===== src/design/whf_pkg.sv =====
// ----------------------------------------------------------------------------
// whf_pkg - shared types and constants for the weighted histogram fill block
// Sequencer states, register map, divider handshake and fixed field widths.
// ----------------------------------------------------------------------------
`default_nettype none

package whf_pkg;

	// fixed field widths
	localparam int DVD_W   = 32;  // dividend: sample - low_edge, known non-negative
	localparam int DVS_W   = 31;  // divisor: bin_width
	localparam int TOT_W   = 48;  // bin totals and centers
	localparam int CNT_W   = 11;  // bin_count register
	localparam int IDX_W   = 10;  // bin_index / read_index fields

	localparam logic [TOT_W-1:0] TOT_MAX = {1'b0, {(TOT_W-1){1'b1}}};
	localparam logic [TOT_W-1:0] TOT_MIN = {1'b1, {(TOT_W-1){1'b0}}};

	// register map, word index
	typedef enum logic [1:0] {
		REG_LOW_EDGE  = 2'd0,
		REG_BIN_WIDTH = 2'd1,
		REG_BIN_COUNT = 2'd2,
		REG_WEIGHTED  = 2'd3
	} cfg_reg_t;

	typedef enum logic [3:0] {
		S_CLEAR,
		S_IDLE,
		S_CHECK,
		S_DIV,
		S_UPDATE,
		S_CENTER,
		S_DONE
	} whf_state_t;

	typedef struct packed {
		logic             start;
		logic [DVD_W-1:0] dividend;
		logic [DVS_W-1:0] divisor;
	} whf_div_req_t;

	typedef struct packed {
		logic busy;
		logic done;
	} whf_div_sts_t;

endpackage

`default_nettype wire


===== src/design/whf_div.sv =====
// ----------------------------------------------------------------------------
// whf_div - restoring divider, one quotient bit per cycle
// Unsigned 32 / 31 bit divide; quotient holds until the next start.
// ----------------------------------------------------------------------------
`default_nettype none

module whf_div (
	input  wire logic                         clk,
	input  wire logic                         arst_n,
	input  wire whf_pkg::whf_div_req_t        req,
	output whf_pkg::whf_div_sts_t             sts,
	output logic [whf_pkg::DVD_W-1:0]         quotient
);

	localparam int STEP_W = $clog2(whf_pkg::DVD_W);

	logic [whf_pkg::DVD_W-1:0] dq_q;   // dividend bits shift out, quotient bits shift in
	logic [whf_pkg::DVS_W-1:0] rem_q;
	logic [whf_pkg::DVS_W-1:0] dvs_q;
	logic [STEP_W-1:0]         step_q;
	logic                      busy_q;
	logic                      done_q;

	logic [whf_pkg::DVS_W:0]   r_sh;
	logic [whf_pkg::DVS_W:0]   r_sub;
	logic                      ge;

	assign r_sh  = {rem_q, dq_q[whf_pkg::DVD_W-1]};
	assign r_sub = r_sh - {1'b0, dvs_q};
	assign ge    = (r_sh >= {1'b0, dvs_q});

	always_ff @(posedge clk or negedge arst_n) begin
		if (!arst_n) begin
			busy_q <= 1'b0;
			done_q <= 1'b0;
			step_q <= '0;
		end else if (req.start) begin
			busy_q <= 1'b1;
			done_q <= 1'b0;
			step_q <= '0;
		end else if (busy_q) begin
			step_q <= step_q + STEP_W'(1);
			if (step_q == STEP_W'(whf_pkg::DVD_W - 1)) begin
				busy_q <= 1'b0;
				done_q <= 1'b1;
			end
		end else begin
			done_q <= 1'b0;
		end
	end

	always_ff @(posedge clk) begin
		if (req.start) begin
			dq_q  <= req.dividend;
			dvs_q <= req.divisor;
			rem_q <= '0;
		end else if (busy_q) begin
			dq_q  <= {dq_q[whf_pkg::DVD_W-2:0], ge};
			rem_q <= ge ? r_sub[whf_pkg::DVS_W-1:0] : r_sh[whf_pkg::DVS_W-1:0];
		end
	end

	assign sts.busy = busy_q;
	assign sts.done = done_q;
	assign quotient = dq_q;

endmodule

`default_nettype wire


===== config.mk =====
export PLATFORM = sky130hd
export DESIGN_NAME = whf_div
export DESIGN_NICKNAME = d
export VERILOG_FILES = /design/src/design/whf_pkg.sv /design/src/design/whf_div.sv
export SDC_FILE = /design/constraint.sdc
export NUM_CORES = 1
export LEC_CHECK = 0
export BUFFER_PORTS_ARGS = -buffer_cell sky130_fd_sc_hd__clkbuf_2
export CORE_MARGIN = 2
export CORE_UTILIZATION = 40
export DETAILED_ROUTE_END_ITERATION = 10
export PLACE_DENSITY = 0.59
export SLEW_MARGIN = 20
export SYNTH_ARGS = -nofsm -noshare
export SYNTH_HDL_FRONTEND = slang
export SYNTH_SLANG_ARGS = --single-unit

===== constraint.sdc =====
create_clock -name clk -period 4.9 [get_ports clk]
set_input_delay 0.735 -clock clk [delete_from_list [all_inputs] [get_ports clk]]
set_output_delay 0.735 -clock clk [all_outputs]
set_load 0.01 [all_outputs]

# Yosys cells after proc, flatten, opt, wreduce, memory -nomap -nowiden
# Index checks and enable logic that the tools add are counted.
word_totals:
  mem_bits_rw: 0
  word_cells: 23
  regBits: 101
  rom_bits: 0
  output_inout_bits: 34
  latchBits: 0
  n_memories: 0
  input_bits: 66
op_classes:
  n_eq_ne: 2
  n_addsub: 2
  div: 0
  order_cmp: 1
  mux: 11
  reduce_logical: 1
  mul: 0
  bitwise: 0
  shift: 0
ops:
  columns: ["cell", "count"]
  rows:
  - ["two-way mux 32 bit", 2]
  - ["greater-or-equal comparator 32 x 31 -> 1 bit", 1]
  - ["two-way mux 31 bit", 1]
  - ["subtractor 31 bit", 1]
  - ["two-way mux 5 bit", 2]
  - ["two-way mux 1 bit", 6]
  - ["adder 5 x 1 -> 5 bit (second input constant)", 1]
  - ["== test 5 bit (second input constant)", 1]
  - ["!= test 3 x 2 -> 1 bit (second input constant)", 1]
  - ["nonzero test 2 bit", 1]

# Longest topological paths before layout
# Gate-level depths: netlist of the first run.
logic_depth:
  depth_word: 4
  depth_mapped: 14
  mapped_depth_nobuf: 12

# Least setup slack after synthesis of the first run
# No wires, ideal clock.
synth_timing:
  kind: "register to register"
  from: "register dvs_q[1] (netlist name)"
  to: "register rem_q[25] (netlist name)"
  required_time_ns: 4.809
  path_stages_with_launch: 12
  period_less_slack_ns: 2.677
  path_slack_ns: 2.223
  setup_ns: 0.091
  t_arrival_ns: 2.586
  n_path_buf: 0
  path_cell_list: "edfxtp_1 > inv_1 > ha_1 > nor2b_1 > o31a_1 > o21ai_1 > a21boi_1 > o211ai_1 > a21oi_1 > o311ai_0 > mux2_2 > a311oi_1"
synth_via:
  elab_chain_len: 2
  elab_cells_between_ends: 3
  cone_classes: "add/sub: 1; order compare: 1; mux: 1"
synth_lines:
  columns: ["element", "line_no", "source"]
  rows:
  - ["start: declaration", "whf_div.sv:19", "logic [whf_pkg::DVS_W-1:0] dvs_q;"]
  - ["start signal: assignment", "whf_div.sv:55", "dvs_q <= req.divisor;"]
  - ["subtractor 31 bit or greater-or-equal comparator 32 x 31 -> 1 bit (tied branches)", "whf_div.sv:29, whf_div.sv:30", null]
  - ["two-way mux 31 bit (*)", "whf_div.sv:59", "rem_q <= ge ? r_sub[whf_pkg::DVS_W-1:0] : r_sh[whf_pkg::DVS_W-1:0];"]
  - ["end signal: assignment", "whf_div.sv:59", null]
  - ["end: declaration", "whf_div.sv:18", "logic [whf_pkg::DVS_W-1:0] rem_q;"]
# Every way passes the cells marked *; elsewhere a longest branch is shown, timed or not.
# A chain may end at the register's enable or synchronous reset.

# Worst setup path after layout of the first run
# Ends and elaborated chain as after synthesis.

==> impl_results.md, run 1 <==
- Status: complete, no violations
- Post-CTS Setup Bufs: 0
- Gr ovfl total: 0
- Largest net degree at the start of global routing: 60
- Initial antenna violation count: 0
- Drt wl/cell: 15.6 um
- Total track usage: 18.0%
- # Max-Cap Violations: 0
- DR vias: 4,495
- Vias in the first global route: 4,413
- Fill count: 1,344
- First-pass GRT wire length: 21,300 um
- Most common cell in the netlist: edfxtp_1
- Ant. Diodes: 0
- TNS Setup: 0 ns
- Post-Layout Cell Count: 840
- Mean Syn Cell Area: 10.1 sq um
- Layout cells sized above 1: 24.4%
- Post-route cell area: 0.00667 sq mm
- Netlist Area Pre-Place: 0.00577 sq mm
- Critical path capture point type: flop
- Yosys cell types: 66
- Tightest Pin Transition: 1.06 ns
- Top-area cell type share of the netlist area: 32.8%
- Startpoint types: flop
- DR DRC count: 0
- Final hold viol count: 0
- H-tree Lvls: 3
- Area growth, synth to finish: 15.7%
- Cell taking the most area after synthesis: edfxtp_1
- Post-synthesis sequential area ratio: 46.6%
- Port bufs: 99
- Cells after synthesis: 571
- P per Cell Area: 295 mW/mm^2
- Req. time, crit path: 5.17 ns
- Initial Utilization: 41.2%
- EDFF count, synth: 63
- CTS root buffer: clkbuf_16
- Synth area leaders: edfxtp_1 33%, dfxtp_1 11%, ha_1 7.2%
- Reg-to-reg slack, setup: 1.77 ns
- Fraction of registers with async set/reset: 6.93%
- Core region area: 0.0140 sq mm
- First-pass detailed-route iteration total: 4
- Pleak: 3.01 nW
- Arr. time, crit path: 3.40 ns
- Post-layout min period: 3.13 ns
- Die height: 124 um
- CTS hold repair buffers: 0
- Row count: 43
- Crit path kind: flop to flop
- Clk_lat worst skew: 0.36 ns
- Longest Clk Path Bufs: 2
- Die area: 0.0154 sq mm
- Hpwl dp: 9260 um
- Flop and latch count out of synthesis: 101
- Critical Path Fanout Max: 3
- Top cells by count, synth: 63 x edfxtp_1, 55 x nor2_1, 53 x a21oi_1, 43 x inv_1, 36 x nand2_1
- Detailed Route Iter0 Violations: 242
- Final ANT Viol Nets: 0
- NumNets Final: 755
- Period utilisation layout: 63.9%
- Placed Instance Area: 0.00637 sq mm
- RSZ-0062 raised after global routing: no
- FF-to-FF End: rem_q[25]$_SDFFE_PP0P_
- Number of CTS-inserted buffers: 9
- Setup crit end: rem_q[25]$_SDFFE_PP0P_
- Clock Skew: 0.0102 ns
- Top-level I/O count: 100
- Reg clk slew, reported paths: 0.07 ns
- Fmax: 319 MHz
- Synthesized Nets: 671
- Reg2Reg Depth: 11
- Slew headroom: 29.1%
- Primary FF master, synth: edfxtp_1
- Worst min path class: input pin to async pin
- Worst R2R Start: dvs_q[1]$_DFFE_PP_
- Peak supply drop: 0.000235 V
- CTS sink cnt: 101
- GPL Wtd Cong: 0.812
- TritonCTS clock tree: yes
- Vias per std cell: 5.35
- Setup crit start: dvs_q[1]$_DFFE_PP_
- Chip width: 124 um
- YS warnings: 0
- Slew Viols, Final: 0
- Setup violations, final: 0
- Post-cts sizing count: 0
- Routed WL: 13,100 um
- Dpl cells: 824
layout by cell type, fill, tap and decap left out, types with 4 or more instances in the layout:
| cell | n |
|---|---|
| clkbuf_2 | 98 |
| edfxtp_1 | 63 |
| nor2_1 | 55 |
| a21oi_1 | 53 |
| inv_1 | 43 |
| nand2_1 | 36 |
| ha_1 | 33 |
| mux2_2 | 32 |
| dfxtp_1 | 31 |
| o21ai_0 | 20 |
| a211oi_1 | 14 |
| xnor2_1 | 13 |
| a21o_1 | 12 |
| nand3_1 | 11 |
| xor2_1 | 9 |
| clkbuf_16 | 9 |
| nand4_1 | 8 |
| nor3_1 | 8 |
| and3_1 | 7 |
| dfrtp_1 | 7 |
| nor2b_1 | 6 |
| buf_4 | 6 |
| o211a_1 | 5 |
| mux2i_1 | 5 |
| a311oi_1 | 5 |
| a211o_1 | 4 |
| o211ai_1 | 4 |
| o21a_1 | 4 |
how the worst min path moves through the flow:
| stage | startpoint | end | slack [ns] | cells past startpoint |
|---|---|---|---|---|
| CTS | arst_n | busy_q$_DFF_PN0_ | 0.20 | 1 |
| floorplan | arst_n | busy_q$_DFF_PN0_ | 0.44 | 0 |
| global placement | done_q$_DFFE_PN0P_ | done_q$_DFFE_PN0P_ | 0.47 | 2 |
| finish | arst_n | busy_q$_DFF_PN0_ | 0.20 | 1 |
| global route | arst_n | busy_q$_DFF_PN0_ | 0.20 | 1 |
| detailed placement | rem_q[24]$_SDFFE_PP0P_ | rem_q[24]$_SDFFE_PP0P_ | 0.48 | 2 |
final cells by class:
type | instances | area, sq um | share of cell area [%]
Sequential cell | 101 | 2690 | 40.3
Clock buffer | 10 | 229 | 3.43
Timing Repair Buffer | 104 | 536 | 8.03
Inverter | 46 | 173 | 2.59
Multi-Input combinational cell | 393 | 2750 | 41.1
Clock inverter | 6 | 76.3 | 1.14
Tap cell | 180 | 225 | 3.38
power by group:
| part | total [mW] | internal [mW] | leakage, nW | switching [mW] |
|---|---|---|---|---|
| combinational | 0.234 | 0.108 | 1.88 | 0.126 |
| clock | 0.745 | 0.406 | 0.150 | 0.339 |
| sequential | 0.990 | 0.962 | 0.984 | 0.0284 |
per-layer routing:
layer / vias to the layer above / routed length (um) / global-route usage, % / share of wire, %
li1: 2245 / - / - / -
met1: 2088 / 6030 / 23.3 / 46
met2: 142 / 5800 / 27.8 / 44
met3: 20 / 1010 / 6.41 / 7.7
met4: 0 / 269 / 6.67 / 2.1
met5: - / 0 / 0 / 0
critical path, cell delays in order (launching register included):
cell	delay, ns
edfxtp_1	0.44
inv_1	0.09
ha_1	0.23
nor2b_1	0.15
o31a_1	0.25
o21ai_1	0.17
a21boi_1	0.14
o211ai_1	0.33
a21oi_1	0.21
o311ai_0	0.42
mux2_2	0.39
a311oi_1	0.24
cell families after synthesis:
kind of cell	synth area share [%]
xor+xnor	3.34
simple gates	11.7
fa+ha+maj	7.51
buf+inv	5.79
flops	46.6
compound gates	18.0
mux	7.12
per-stage QoR:
| step | setup WS (ns) | util (%) | total power, mW | hold WS [ns] |
|---|---|---|---|---|
| floorplan | 2.22 | - | 1.15 | 0.439 |
| global placement | 1.72 | 45.5 | 1.24 | 0.472 |
| detailed placement | 1.74 | 45.5 | 1.24 | 0.484 |
| CTS | 1.74 | 47.7 | 1.99 | 0.204 |
| global route | 1.56 | 47.7 | 2.06 | 0.203 |
| finish | 1.77 | 47.7 | 1.97 | 0.202 |
flip-flops by register name, indices dropped and copies added (netlist names):
register / count
dvs_q: 31
done_q: 1
step_q: 5
rem_q: 31
quotient: 32
busy_q: 1
No activity file was read; power rests on OpenSTA's default activity.
==> run 2: changes to the inputs <==
clock period = 3.1 ns   (was 4.9 ns; I/O delays follow)
==> impl_results.md, run 2 (synthesized netlist as in run 1, its figures left out) <==
- Largest net degree at the start of global routing: 55 (was 60)
- Arr. time, crit path: 3.19 ns (was 3.40 ns)
- Final hold viol count: 0 (unchanged)
- Vias per std cell: 5.31 (was 5.35)
- Tightest Pin Transition: 0.674 ns (was 1.06 ns)
- Final ANT Viol Nets: 0 (unchanged)
- Row count: 43 (unchanged)
- Routed WL: 13,100 um (about the same)
- Clk_lat worst skew: 0.36 ns (about the same)
- Most frequent cells in the layout: 98 x clkbuf_2, 63 x edfxtp_1, 55 x nor2_1 (unchanged)
- Layout cells sized above 1: 25.8% (was 24.4%)
- Hold wc startpoint: req[14]
- CTS root buffer: clkbuf_16 (unchanged)
- Ant. Diodes: 0 (unchanged)
- Crit path kind: flop to flop (unchanged)
- NumNets Final: 765 (was 755)
- Fmax: 343 MHz (was 319 MHz)
- Req. time, crit path: 3.38 ns (was 5.17 ns)
- Top-level I/O count: 100 (unchanged)
- Chip width: 124 um (unchanged)
- Pleak: 3.06 nW (was 3.01 nW)
- Die height: 124 um (unchanged)
- Status: complete, no violations (unchanged)
- Vias in the first global route: 4,516 (was 4,413)
- Dpl cells: 830 (was 824)
- Area growth, synth to finish: 17.0% (was 15.7%)
- GPL Wtd Cong: 0.882 (was 0.812)
- DR vias: 4,512 (was 4,495)
- TritonCTS clock tree: yes (unchanged)
- Initial antenna violation count: 0 (unchanged)
- CTS sink cnt: 101 (unchanged)
- Max reg flops: 32 (unchanged)
- First-pass GRT wire length: 21,500 um (was 21,300 um)
- Critical path capture point type: flop (unchanged)
- Number of CTS-inserted buffers: 9 (unchanged)
- Worst hold path cell count: 1
- Reg clk slew, reported paths: 0.07 ns (about the same)
- Fill count: 1,356 (was 1,344)
- Core region area: 0.0140 sq mm (unchanged)
- Port bufs: 99 (unchanged)
- RSZ-0062 raised after global routing: yes (was no)
- Total power: 3.03 mW (was 1.97 mW)
- Total track usage: 18.1% (was 18.0%)
- # Max-Cap Violations: 0 (unchanged)
- Worst hold path endpoint: dvs_q[14]$_DFFE_PP_
- Drt wl/cell: 15.4 um (was 15.6 um)
- P per Cell Area: 449 mW/mm^2 (was 295 mW/mm^2)
- Reg2Reg Depth: 10 (was 11)
- Longest Clk Path Bufs: 2 (unchanged)
- Startpoint types: flop (unchanged)
- Initial Utilization: 41.2% (unchanged)
- Worst R2R Start: dvs_q[6]$_DFFE_PP_ (was dvs_q[1]$_DFFE_PP_)
- Clock Skew: 0.00850 ns (was 0.0102 ns)
- Die area: 0.0154 sq mm (unchanged)
- Gr ovfl total: 0 (unchanged)
- Critical Path Fanout Max: 6 (was 3)
- TNS Setup: 0 ns (unchanged)
- Setup violations, final: 0 (unchanged)
- Commonest non-fill, non-tap cell in the layout: clkbuf_2 (unchanged)
- First-pass detailed-route iteration total: 5 (was 4)
- H-tree Lvls: 3 (unchanged)
- Slew Viols, Final: 0 (unchanged)
- Period utilisation layout: 94.0% (was 63.9%)
- FF-to-FF End: rem_q[25]$_SDFFE_PP0P_ (unchanged)
- Post-Layout Cell Count: 850 (was 840)
- Worst min path class: input pin to flop (was input pin to async pin)
- Hpwl dp: 9560 um (was 9260 um)
- Slew headroom: 54.8% (was 29.1%)
- Reg-to-reg slack, setup: 0.19 ns (was 1.77 ns)
- Detailed Route Iter0 Violations: 200 (was 242)
- Post-layout min period: 2.91 ns (was 3.13 ns)
- Peak supply drop: 0.000372 V (was 0.000235 V)
- DR DRC count: 0 (unchanged)
run 2: routing by layer:
layer | global-route usage [%] | vias up | share of wire, %
met3 | 6.46 | 17 | 7.5
li1 | - | 2272 | -
met5 | 0 | - | 0
met1 | 22.5 | 2100 | 46
met2 | 28.1 | 123 | 44
met4 | 8.01 | 0 | 1.8
run 2: worst max path at each step:
stage / cells after the start / endpoint / startpoint / slack (ns)
2_1_floorplan: 11 / rem_q[25]$_SDFFE_PP0P_ / dvs_q[1]$_DFFE_PP_ / 0.42
3_3_place_gp: 11 / rem_q[25]$_SDFFE_PP0P_ / dvs_q[1]$_DFFE_PP_ / 0.20
3_5_place_dp: 11 / rem_q[21]$_SDFFE_PP0P_ / dvs_q[23]$_DFFE_PP_ / 0.13
4_1_cts: 10 / rem_q[25]$_SDFFE_PP0P_ / dvs_q[6]$_DFFE_PP_ / 0.12
5_1_grt: 11 / rem_q[25]$_SDFFE_PP0P_ / dvs_q[1]$_DFFE_PP_ / -0.03
6_report: 10 / rem_q[25]$_SDFFE_PP0P_ / dvs_q[6]$_DFFE_PP_ / 0.19
run 2: per-stage QoR:
stage	setup WS [ns]	util, %	hold WS (ns)	instance area [sq um]
5_1_grt	-0.0302	48.2	0.260	6750
3_3_place_gp	0.201	45.8	0.303	6410
6_report	0.185	48.2	0.276	6750
3_5_place_dp	0.129	45.8	0.308	6410
4_1_cts	0.124	47.9	0.254	6700
2_1_floorplan	0.423	-	0.169	5770
run 2: repair_timing:
action / 4_1_cts / 5_1_grt
setup endpoints to repair: 0 / 6
buffers inserted: 0 / 3
gates resized for setup: 0 / 7
hold endpoints to repair: 7 / 0
hold buffers: 1 / 0
run 2: cell type report:
type	instances	area (sq um)	share of cell area, %
Clock inverter	7	55.1	0.816
Sequential cell	101	2690	39.8
Multi-Input combinational cell	393	2760	40.9
Timing Repair Buffer	114	617	9.14
Inverter	46	175	2.60
Tap cell	180	225	3.34
Clock buffer	9	225	3.34
run 2: worst max-delay path, stage by stage (launching register included):
cell and delay [ns]:
edfxtp_1 0.32, inv_1 0.04, ha_1 0.35, a21o_1 0.22
a21oi_1 0.24, o221ai_1 0.21, o211ai_1 0.31, a21oi_1 0.18
o311ai_1 0.35, mux2_2 0.37, a311oi_1 0.23
run 2: where the power goes:
part	switching (mW)	internal (mW)	total (mW)
registers	0.0411	1.52	1.56
logic	0.202	0.175	0.376
clock network	0.533	0.556	1.09
==> run 3: changes to the inputs <==
CORE_UTILIZATION = 30   (was 40)
PLACE_DENSITY = 0.47   (was 0.59)
==> impl_results.md, run 3 (synthesized netlist as in run 1, its figures left out) <==
- Ant. Diodes: 0 (unchanged)
- Max stage delay cell, worst path: ha_1 (was mux2_2)
- CTS sink cnt: 101 (unchanged)
- Number of CTS-inserted buffers: 9 (unchanged)
- Crit path kind: flop to flop (unchanged)
- Post-route cell area: 0.00689 sq mm (was 0.00675 sq mm)
- Busiest grt layer: met2 (unchanged)
- NumNets Final: 770 (was 765)
- Core region area: 0.0188 sq mm (was 0.0140 sq mm)
- Worst slack, placed: -0.0104 ns (was 0.129 ns)
- First-pass detailed-route iteration total: 4 (was 5)
- GPL Wtd Cong: 0.869 (was 0.882)
- Drt wl/cell: 15.5 um (was 15.4 um)
- Peak supply drop: 0.000229 V (was 0.000372 V)
- Chip width: 143 um (was 124 um)
- Arr. time, crit path: 3.15 ns (was 3.19 ns)
- Area growth, synth to finish: 19.5% (was 17.0%)
- First-pass GRT wire length: 23,400 um (was 21,500 um)
- Max reg flops: 32 (unchanged)
- Vias in the first global route: 4,709 (was 4,516)
- Met2 Track Usage GR: 22.7% (was 28.1%)
- DR DRC count: 0 (unchanged)
- Row count: 50 (was 43)
- Grt met1 use: 18.9% (was 22.5%)
- Req. time, crit path: 3.36 ns (was 3.38 ns)
- Crit path max-delay family: compound AO/OA/AOI/OAI gates (unchanged)
- TritonCTS clock tree: yes (unchanged)
- Post-route setup slack: 0.202 ns (was 0.185 ns)
- Period utilisation layout: 93.5% (was 94.0%)
- Gr ovfl total: 0 (unchanged)
- Final hold viol count: 0 (unchanged)
- Met3 Usage GRT: 4.66% (was 6.46%)
- Most frequent cells in the layout: 98 x clkbuf_2, 63 x edfxtp_1, 55 x nor2_1 (unchanged)
- Startpoint types: flop (unchanged)
- Port bufs: 99 (unchanged)
- Total power: 3.12 mW (was 3.03 mW)
- Fin Hold WS: 0.277 ns (was 0.276 ns)
- Crit path cell chain: inv_1, ha_1, a21oi_1, o21ai_0, or2_2, a211o_1, o21ai_2, inv_2, o31a_1, a221o_1, o211a_1 (was inv_1, ha_1, a21o_1, a21oi_1, o221ai_1, o211ai_1, a21oi_1, o311ai_1, mux2_2, a311oi_1)
- Slew Viols, Final: 0 (unchanged)
- Largest net degree at the start of global routing: 55 (unchanged)
- Die height: 143 um (was 124 um)
- Fmax: 345 MHz (was 343 MHz)
- Reg clk slew, reported paths: 0.07 ns (about the same)
- Commonest non-fill, non-tap cell in the layout: clkbuf_2 (unchanged)
- Total track usage: 14.4% (was 18.1%)
- Top-level I/O count: 100 (unchanged)
- Post-layout min period: 2.90 ns (was 2.91 ns)
- Final core utilization: 36.7% (was 48.2%)
- Critical Path Fanout Max: 15 (was 6)
- Pleak: 3.09 nW (was 3.06 nW)
- Vias per std cell: 4.98 (was 5.31)
- Die area: 0.0203 sq mm (was 0.0154 sq mm)
- Slowest cell delay on critical path: 0.36 ns (was 0.37 ns)
- Hpwl dp: 10,300 um (was 9560 um)
- Clock Skew: 0.0132 ns (was 0.00850 ns)
- Layout cells sized above 1: 27.0% (was 25.8%)
- Initial Utilization: 30.7% (was 41.2%)
- CTS root buffer: clkbuf_16 (unchanged)
- Setup violations, final: 0 (unchanged)
- Worst min path class: input pin to flop (unchanged)
- Status: complete, no violations (unchanged)
- Detailed Route Iter0 Violations: 209 (was 200)
- Longest Clk Path Bufs: 2 (unchanged)
- Clk_lat worst skew: 0.36 ns (about the same)
- Initial antenna violation count: 0 (unchanged)
- # Max-Cap Violations: 0 (unchanged)
- Routed WL: 14,100 um (was 13,100 um)
- Final ANT Viol Nets: 0 (unchanged)
- DR vias: 4,526 (was 4,512)
- H-tree Lvls: 3 (unchanged)
- P per Cell Area: 452 mW/mm^2 (was 449 mW/mm^2)
- Worst path bufs/invs: 2 (was 1)
- Tightest Pin Transition: 0.590 ns (was 0.674 ns)
- Slew headroom: 60.7% (was 54.8%)
- Placed Instance Area: 0.00651 sq mm (was 0.00641 sq mm)
- Critical path capture point type: flop (unchanged)
==> run 3: changes by cell type in the layout (fill, tap and decap cells not counted), moves of 2 or more <==
| cell | change |
|---|---|
| buf_4 | +5 |
| o21ai_2 | +2 |
| a21oi_2 | +2 |
| a21oi_1 | -2 |
==> run 3: worst reg2reg max path, stage by stage (launching register included) <==
cell	delay (ns)
edfxtp_1	0.32
inv_1	0.04
ha_1	0.36
a21oi_1	0.29
o21ai_0	0.17
or2_2	0.33
a211o_1	0.28
o21ai_2	0.22
inv_2	0.20
o31a_1	0.16
a221o_1	0.32
o211a_1	0.11
==> run 3: area by class of cell <==
| cell class | count | area [sq um] |
|---|---|---|
| clock buffer | 10 | 229 |
| clock inverter | 6 | 68.8 |
| fill | 1936 | 11900 |
| inverter | 46 | 173 |
| multi-input combinational | 393 | 2780 |
| sequential | 101 | 2690 |
| tap | 234 | 293 |
| timing repair buffer | 119 | 663 |
==> run 3: stage by stage <==
stage | cells | setup TNS (ns)
finish | 909 | 0
floorplan | 571 | 0
global route | 909 | -0.0218
detailed placement | 886 | -0.0104
CTS | 904 | 0
global placement | 886 | 0
==> run 3: path summary, 6_finish.rpt <==
kind	startpoint	to	slack [ns]	cells after the start
max	dvs_q[23]$_DFFE_PP_	rem_q[15]$_SDFFE_PP0P_	0.20	11
min	req[11]	dvs_q[11]$_DFFE_PP_	0.28	1
max reg2reg	dvs_q[23]$_DFFE_PP_	rem_q[15]$_SDFFE_PP0P_	0.20	11
min reg2reg	rem_q[24]$_SDFFE_PP0P_	rem_q[24]$_SDFFE_PP0P_	0.50	2
max in group asynchronous	arst_n	step_q[4]$_DFFE_PN0P_	2.46	2
min in group asynchronous	arst_n	busy_q$_DFF_PN0_	0.48	2
==> run 3: metal layers <==
metal | up-vias | wire length [um]
met3 | 18 | 949
met1 | 2113 | 6830
met5 | - | 0
met2 | 113 | 6110
met4 | 0 | 201
li1 | 2282 | -
==> run 3: what timing repair did <==
action,4_1_cts,5_1_grt
pin swaps,1,4
endpoints found under the hold margin,7,0
endpoints found under the setup margin,1,6
buffers inserted,1,5
cloned,0,0
hold buffers,1,0
resized for setup,1,7
==> run 3: power by group <==
part	internal, mW	total [mW]	switching, mW	leakage (nW)
logic	0.181	0.393	0.212	1.96
clock network	0.634	1.16	0.530	0.144
registers	1.52	1.56	0.0387	0.984
